File: src/length_prefixed_record_ring_top_assert.svh
`ifndef LENGTH_PREFIXED_RECORD_RING_TOP_ASSERT_SVH
`define LENGTH_PREFIXED_RECORD_RING_TOP_ASSERT_SVH

// cons must hold in the same cycle as ante
`define LPRR_ASSERT_NOW(label, ante, cons, msg) \
  label: assert property (@(posedge clk) disable iff (rst) (ante) |-> (cons)) \
    else $error(msg);

// cons must hold in the cycle after ante
`define LPRR_ASSERT_NEXT(label, ante, cons, msg) \
  label: assert property (@(posedge clk) disable iff (rst) (ante) |=> (cons)) \
    else $error(msg);

`endif

File: src/lprr_pkg.sv
package lprr_pkg;

  // field widths
  localparam int REQ_W    = 2;
  localparam int LEN_W    = 12;
  localparam int TS_W     = 63;
  localparam int DB_W     = 8;
  localparam int STATUS_W = 3;
  localparam int BYTE_W   = 8;
  localparam int COUNT_W  = 11;
  localparam int FREE_W   = 13;
  localparam int CFG_W    = 13;

  // beat layouts
  localparam int LEN_LSB      = 0;
  localparam int TS_LSB       = LEN_LSB + LEN_W;
  localparam int DB_LSB       = TS_LSB + TS_W;
  localparam int IN_TDATA_W   = 88;
  localparam int OUT_FIELDS_W = BYTE_W + COUNT_W + TS_W + FREE_W;
  localparam int OUT_TDATA_W  = 96;
  localparam int OUT_PAD_W    = OUT_TDATA_W - OUT_FIELDS_W;
  localparam int OUT_TUSER_W  = STATUS_W + 1;

  // store sizing
  localparam int MAX_BYTES_DEFAULT = 4096;
  localparam int CAP_RESET         = 4096;
  localparam int CAP_MIN           = 16;
  localparam int PREFIX_BYTES      = 4;

  typedef enum logic [REQ_W-1:0] {
    REQ_START = 2'd0,
    REQ_BYTE  = 2'd1,
    REQ_READ  = 2'd2,
    REQ_CLEAR = 2'd3
  } req_t;

  typedef enum logic [STATUS_W-1:0] {
    ST_OK        = 3'd0,
    ST_TOO_LARGE = 3'd1,
    ST_FULL      = 3'd2,
    ST_EMPTY     = 3'd3,
    ST_NO_OPEN   = 3'd4
  } status_t;

  typedef enum logic [3:0] {
    S_IDLE,
    S_EXEC,
    S_PFX_HI,
    S_RD_HI,
    S_RD_LEN,
    S_RD_ADDR,
    S_RD_BYTE,
    S_DONE
  } state_t;

  typedef enum logic {
    RD_AT_POS,
    RD_AT_POS1
  } rd_sel_t;

  // controller -> datapath
  typedef struct packed {
    logic    take;
    logic    clear;
    logic    pfx_lo;
    logic    pfx_hi;
    logic    wr_byte;
    logic    len_lo;
    logic    rd_open;
    logic    rd_byte;
    logic    set_status;
    status_t status;
    rd_sel_t rd_sel;
    logic    load_out;
  } cmd_t;

  // datapath -> controller
  typedef struct packed {
    req_t req;
    logic too_large;
    logic no_room;
    logic write_open;
    logic read_open;
    logic have_rec;
    logic len_zero;
  } stat_t;

endpackage

File: src/lprr_ctrl.sv
`include "length_prefixed_record_ring_top_assert.svh"

module lprr_ctrl (
  input  logic             clk,
  input  logic             rst,
  input  logic             s_tvalid,
  output logic             s_tready,
  output logic             m_tvalid,
  input  logic             m_tready,
  input  lprr_pkg::stat_t  stat,
  output lprr_pkg::cmd_t   cmd
);

  lprr_pkg::state_t state, state_next;
  logic out_free;

  assign out_free = !m_tvalid || m_tready;

  // state register
  always_ff @(posedge clk) begin
    if (rst) begin
      state <= lprr_pkg::S_IDLE;
    end else begin
      state <= state_next;
    end
  end

  // next state
  always_comb begin
    state_next = state;
    case (state)
      lprr_pkg::S_IDLE: begin
        if (s_tvalid) state_next = lprr_pkg::S_EXEC;
      end
      lprr_pkg::S_EXEC: begin
        case (stat.req)
          lprr_pkg::REQ_START: begin
            if (stat.too_large || stat.no_room) state_next = lprr_pkg::S_DONE;
            else state_next = lprr_pkg::S_PFX_HI;
          end
          lprr_pkg::REQ_READ: begin
            if (stat.read_open) state_next = lprr_pkg::S_RD_BYTE;
            else if (stat.have_rec) state_next = lprr_pkg::S_RD_HI;
            else state_next = lprr_pkg::S_DONE;
          end
          default: state_next = lprr_pkg::S_DONE;
        endcase
      end
      lprr_pkg::S_PFX_HI:  state_next = lprr_pkg::S_DONE;
      lprr_pkg::S_RD_HI:   state_next = lprr_pkg::S_RD_LEN;
      lprr_pkg::S_RD_LEN: begin
        if (stat.len_zero) state_next = lprr_pkg::S_DONE;
        else state_next = lprr_pkg::S_RD_ADDR;
      end
      lprr_pkg::S_RD_ADDR: state_next = lprr_pkg::S_RD_BYTE;
      lprr_pkg::S_RD_BYTE: state_next = lprr_pkg::S_DONE;
      lprr_pkg::S_DONE: begin
        if (out_free) state_next = lprr_pkg::S_IDLE;
      end
      default: state_next = lprr_pkg::S_IDLE;
    endcase
  end

  // commands
  always_comb begin
    cmd = '0;
    cmd.status = lprr_pkg::ST_OK;
    cmd.rd_sel = lprr_pkg::RD_AT_POS;
    s_tready = 1'b0;
    case (state)
      lprr_pkg::S_IDLE: begin
        // no beat is taken while reset is held
        s_tready = !rst;
        cmd.take = s_tvalid && !rst;
      end
      lprr_pkg::S_EXEC: begin
        case (stat.req)
          lprr_pkg::REQ_START: begin
            if (stat.too_large) begin
              cmd.set_status = 1'b1;
              cmd.status = lprr_pkg::ST_TOO_LARGE;
            end else if (stat.no_room) begin
              cmd.set_status = 1'b1;
              cmd.status = lprr_pkg::ST_FULL;
            end else begin
              cmd.pfx_lo = 1'b1;
            end
          end
          lprr_pkg::REQ_BYTE: begin
            if (stat.write_open) begin
              cmd.wr_byte = 1'b1;
            end else begin
              cmd.set_status = 1'b1;
              cmd.status = lprr_pkg::ST_NO_OPEN;
            end
          end
          lprr_pkg::REQ_READ: begin
            if (!stat.read_open && !stat.have_rec) begin
              cmd.set_status = 1'b1;
              cmd.status = lprr_pkg::ST_EMPTY;
            end
          end
          lprr_pkg::REQ_CLEAR: cmd.clear = 1'b1;
          default: cmd.clear = 1'b0;
        endcase
      end
      lprr_pkg::S_PFX_HI: cmd.pfx_hi = 1'b1;
      lprr_pkg::S_RD_HI: begin
        cmd.rd_sel = lprr_pkg::RD_AT_POS1;
        cmd.len_lo = 1'b1;
      end
      lprr_pkg::S_RD_LEN:  cmd.rd_open = 1'b1;
      lprr_pkg::S_RD_BYTE: cmd.rd_byte = 1'b1;
      lprr_pkg::S_DONE:    cmd.load_out = out_free;
      default: cmd.take = 1'b0;
    endcase
  end

  // result beat valid
  always_ff @(posedge clk) begin
    if (rst) begin
      m_tvalid <= 1'b0;
    end else if (cmd.load_out) begin
      m_tvalid <= 1'b1;
    end else if (m_tready) begin
      m_tvalid <= 1'b0;
    end
  end

  `LPRR_ASSERT_NOW(a_no_overwrite, cmd.load_out, !m_tvalid || m_tready, "result overwritten")
  `LPRR_ASSERT_NEXT(a_load_shows, cmd.load_out, m_tvalid, "loaded result not presented")

endmodule

File: config.mk
export PLATFORM = sky130hd
export DESIGN_NAME = lprr_ctrl
export DESIGN_NICKNAME = d
export VERILOG_FILES = /design/src/lprr_pkg.sv /design/src/lprr_ctrl.sv
export VERILOG_INCLUDE_DIRS = /design/src /design/src/src
export SDC_FILE = /design/constraint.sdc
export NUM_CORES = 1
export LEC_CHECK = 0
export BUFFER_PORTS_ARGS = -buffer_cell sky130_fd_sc_hd__buf_4
export CORE_UTILIZATION = 25
export DETAILED_ROUTE_END_ITERATION = 10
export HOLD_SLACK_MARGIN = 0.03
export PLACE_DENSITY = 0.56
export SYNTH_ARGS = -nofsm -noshare
export SYNTH_HDL_FRONTEND = slang
export SYNTH_SLANG_ARGS = --single-unit
File: constraint.sdc
create_clock -name clk -period 1.76 [get_ports clk]
set_input_delay 0.176 -clock clk [delete_from_list [all_inputs] [get_ports clk]]
set_output_delay 0.176 -clock clk [all_outputs]
set_load 0.03 [all_outputs]
==> results of run 1 <==
==> stage by stage <==
step                      power [mW]  worst slack (ns)  std cells  hold WS, ns   util
after detailed placement       0.389             0.357         92        0.391  0.394
after floorplan                0.315            0.0388         54        0.245      -
final                          0.512             0.113         97        0.148  0.419
after global placement         0.388             0.353         92        0.391  0.394
after CTS                      0.508            0.0981         95        0.138  0.409
after global routing           0.549            0.0157         97        0.143  0.419
==> sequential cells by signal (all words and copies together), names as in the netlist <==
signal and cells:
state 3, m_tvalid 1
==> kinds of logic after synthesis <==
| kind of cell | share of synthesized area |
|---|---|
| and+or+nand+nor | 0.512 |
| buffers and inverters | 0.120 |
| DFF | 0.192 |
| muxes | 0.0240 |
| AOI/OAI and AO/OA | 0.153 |
==> worst reg2reg max path: stages, from the launching register on <==
cell and delay, ns:
dfxtp_1 0.56, nand3_1 0.17, nor2b_1 0.23, a2111oi_2 0.07
==> layout make-up <==
type	instances	area, um2	share of cell area
well taps	16	20.0	0.0310
inverters	1	3.75	0.00581
flip-flops and latches	4	80.1	0.124
clock buffers	3	22.5	0.0349
multi-input cells	43	294	0.455
repair buffers	30	225	0.349
==> worst max path at each step <==
stage                   from       to  cells past startpoint
floorplan           state[0]  cmd[13]                      3
global placement    state[1]   cmd[9]                      4
detailed placement  state[1]   cmd[9]                      4
CTS                 state[1]   cmd[9]                      4
global route        state[2]   cmd[9]                      4
finish              state[2]   cmd[9]                      4
==> cells in the mapped netlist <==
library cell  count  share of area
buf_6             1          0.027
a211o_2           1          0.024
a31oi_1           1          0.015
a21oi_1           2          0.024
nand3b_1          2          0.036
buf_2             1          0.012
nor2_1            6          0.054
and3_2            1          0.018
nand3_2           2          0.048
nor3b_1           3          0.054
or4bb_1           1          0.027
o31ai_1           1          0.018
and2_1            1          0.015
and3b_1           1          0.021
nor3_1            5          0.060
nor4_1            2          0.030
a22oi_1           1          0.018
buf_4             4          0.072
a2111oi_2         1          0.036
inv_1             1         0.0090
nor2b_1           1          0.015
and3_1            1          0.015
or4_4             1          0.027
a211oi_1          1          0.018
nand2b_1          1          0.015
dfxtp_1           4           0.19
nand3_1           1          0.012
nor3b_2           1          0.030
mux2i_1           1          0.024
nand2_1           4          0.036
==> timing repair <==
| action | 4_1_cts | 5_1_grt |
|---|---|---|
| hold buffers | 0 | 0 |
| setup endpoints to repair | 0 | 1 |
| setup buffers | 0 | 2 |
| gates resized for setup | 0 | 0 |
==> power breakdown <==
group          internal, mW  leakage (nW)  switching, mW
clock                0.0762        0.0138         0.0368
combinational         0.116         0.251          0.142
sequential            0.106        0.0331         0.0355
==> per-layer routing <==
layer	vias to the layer above	part of all wire	track usage
li1	253	-	-
met1	223	0.44	0.165
met2	26	0.46	0.221
met3	0	0.10	0.0468
met4	0	0	0.0563
met5	-	0	0
==> flow_summary.ini, run 1 <==
[cells_and_area]
final_common_cell = buf_4
layout_common_cells = 30 x buf_4, 6 x nor2_1, 5 x nor3_1
final_cell_area_um2 = 646
antennaDiodeCount = 0
fin_nets = 95
fill_cells = 168
drive_above_1_share = 0.506
syn_to_final_growth_pct = 54.5

[status]
status = finished, final reports clean

[drt]
via_per_inst = 5.18
dr_total_vias = 502
ant_nets = 0
drtIter0Drc = 2
drc = 0
avgRoutedWirePerCell_um = 12.3
first_pass_iters = 4
drt_wl_total_mm = 1.19

[clock_network]
clk_latency_ns = 0.23
root_buffer = clkbuf_4
clockBufferDepth = 2
cts.clk_slew.worst_paths_ns = 0.04
cts_max_level = 1
cts_buffers = 3
cts.sinks = 4
cts_tree = done

[placed_design]
hpwl_um = 902
io_buffers = 27
placed_area_um2 = 608
gp_congestion = 0.796

[synthesis]
seq_area_frac_synth = 0.192
syn_area_per_cell_um2 = 7.74
syn_nets = 66
synthCells = 54
yosys_register_bits = 4
yosysWarnings = 0
synth_area_um2 = 418
synth_cell_types = 30

[floorplanning]
pin_count = 28
core_region_area_um2 = 1540
start_util = 0.271
die_h_um = 42.9
dieArea_um2 = 1840
die_width_um = 42.9
row_count = 14

[critical_path]
critical_path.endpoint_type = primary output
path_cells = nor3b_2 > nand2_1 > nor3b_1 > buf_4
start_kind = flip-flop
arrival_ns = 1.47
reg2reg_depth = 3
cp_top_family = simple AND/OR/NAND/NOR gates
path_buf_inv = 1
worstSetupPathType = reg -> out
rr_startpoint = state[1]
r2r_end = state[2]
cp_data_required_time_ns = 1.58
r2r_slack_ns = 0.60
cp_max_fo = 12
cpMaxStageDelayCell = dfxtp_1
max_stage_delay_ns = 0.42

[timing]
tightestPinTransition_ns = 0.415
max_freq_ghz = 0.607
fin_crit_ns = 1.65
drv_slew = 0
setup_viol = 0
fin_crit_sh = 0.936
clock_skew_ns = 0.00466
fin_setup_tns_ns = 0
rsz0062_at_grt = no
final_hold_viol_count = 0
max_slew_margin = 0.723

[worst_hold_path]
min_path_type = in -> reg
holdPathStages = 2
hold-path-endpoint = state[2]
min-delay-start = rst

[grt]
grt_start_max_net_pins = 13
track_usage = 0.137
grt_pass1_vias = 426
antenna_found_initial = 0
grt_pass1_wl_mm = 1.90
grt_overflow = 0

[power]
power_leakage_nw = 0.298
cellPowerDensity_nw_per_um2 = 794
ir_drop_mv = 0.359

[job]
maxCapViolCount = 0
Note: power is estimated with default switching activity, not from simulation.
==> run 2, diff against run 1 <==
CORE_ASPECT_RATIO = 1.25   (was not set)
RECOVER_POWER = 25   (was not set)
==> flow_summary.ini, run 2 (synthesis results as in run 1) <==
[cells_and_area]
fin_util = 0.403
layout_common_cells = 27 x buf_4, 6 x nor2_1, 5 x nor3_1
largest_reg_flops = 3
fin_nets = 93
largest-register = state
reg_top3 = state x3, m_tvalid x1
final_common_cell = buf_4
drive_above_1_share = 0.481
fill_cells = 175
syn_to_final_growth_pct = 50.6
final_cell_area_um2 = 629
antennaDiodeCount = 0

[floorplanning]
start_util = 0.268
die_width_um = 38.6
row_count = 16
pin_count = 28
dieArea_um2 = 1840
core_region_area_um2 = 1560
die_h_um = 47.7

[critical_path]
path_buf_inv = 1
reg2reg_depth = 2
cp_max_fo = 12
cp_data_required_time_ns = 1.58
start_kind = flip-flop
path_depth = 4
worstSetupPathType = reg -> out
critical_path.endpoint_type = primary output
max_stage_delay_ns = 0.41
path_cells = nor3b_2 > nand2_1 > nor3b_1 > buf_4
cpMaxStageDelayCell = dfxtp_1
arrival_ns = 1.45
cp_top_family = simple AND/OR/NAND/NOR gates

[clock_network]
cts_setup_buffers = 0
cts_resized = 0
cts.clk_slew.worst_paths_ns = 0.04
cts.sinks = 4
cts_max_level = 1
postCtsHoldBufs = 0
clk_latency_ns = 0.24
cts_tree = done
clockBufferDepth = 2
root_buffer = clkbuf_4
cts_buffers = 3

[placed_design]
hpwl_um = 874
dp_slack_ns = 0.383
gp_congestion = 0.644
placed_area_um2 = 611
io_buffers = 27

[grt]
grt_pass1_vias = 427
grt_start_max_net_pins = 13
track_usage = 0.128
antenna_found_initial = 0
grt_overflow = 0
grt_pass1_wl_mm = 1.70

[timing]
rsz0062_at_grt = no
fin_crit_sh = 0.926
fin_setup_tns_ns = 0
final_hold_viol_count = 0
fin_crit_ns = 1.63
clock_skew_ns = 0.00109
max_slew_margin = 0.730
tightestPinTransition_ns = 0.405
fin_ws_ns = 0.129
max_freq_ghz = 0.613
setup_viol = 0
drv_slew = 0

[power]
p_int_mw = 0.287
power_leakage_nw = 0.283
power_mw = 0.498
clockPowerShare = 0.230
switchingPower_mw = 0.210
pwr-share-seq = 0.286
cellPowerDensity_nw_per_um2 = 791
ir_drop_mv = 0.423
sw_frac_of_total = 0.423
power_frac_comb = 0.483

[status]
status = finished, final reports clean

[drt]
avgRoutedWirePerCell_um = 11.2
wl_met1_um = 453
via_per_inst = 5.01
drt_wl_total_mm = 1.08
drtIter0Drc = 0
wl_met2_um = 496
drc = 0
first_pass_iters = 1
wl_met3_um = 115
dr_total_vias = 486
highest_layer = met4
ant_nets = 0

[worst_hold_path]
holdPathStages = 2
min_path_type = in -> reg

[job]
maxCapViolCount = 0
run 2: per-layer routing:
| metal | global-route usage | up-vias |
|---|---|---|
| met1 | 0.141 | 208 |
| met4 | 0.0621 | 0 |
| met2 | 0.240 | 28 |
| met5 | 0 | - |
| li1 | - | 248 |
| met3 | 0.0140 | 2 |
run 2: worst reg2reg max path, cell delays in order (launching register included):
cell and delay [ns]:
dfxtp_1 0.55, nor4_1 0.12, a2111oi_2 0.35
run 2: final cells by class:
class                           instances  area [um2]  area share
Clock buffer                            3        22.5      0.0358
Inverter                                1        3.75     0.00596
Multi-Input combinational cell         43         294       0.467
Sequential cell                         4        80.1       0.127
Tap cell                               18        22.5      0.0358
Timing Repair Buffer                   28         206       0.328
run 2: power groups by stage:
stage	Sequential (mW)	Combinational (mW)	Clock, mW
2_1_floorplan	0.116	0.199	0
3_3_place_gp	0.145	0.242	0
3_5_place_dp	0.145	0.243	0
4_1_cts	0.142	0.244	0.119
5_1_grt	0.147	0.256	0.125
6_report	0.143	0.241	0.115
run 2: path summary, 6_finish.rpt:
path                 start       end  slack [ns]
setup / recovery  state[1]    cmd[9]        0.13
hold / removal         rst  state[0]        0.15
setup reg to reg  state[2]  state[2]        0.64
hold reg to reg   m_tvalid  m_tvalid        0.50
run 2: through the flow:
step           std cells  hold slack [ns]
2_1_floorplan         54            0.245
3_3_place_gp          94            0.391
3_5_place_dp          94            0.395
4_1_cts               97            0.143
5_1_grt               97            0.151
6_report              97            0.147
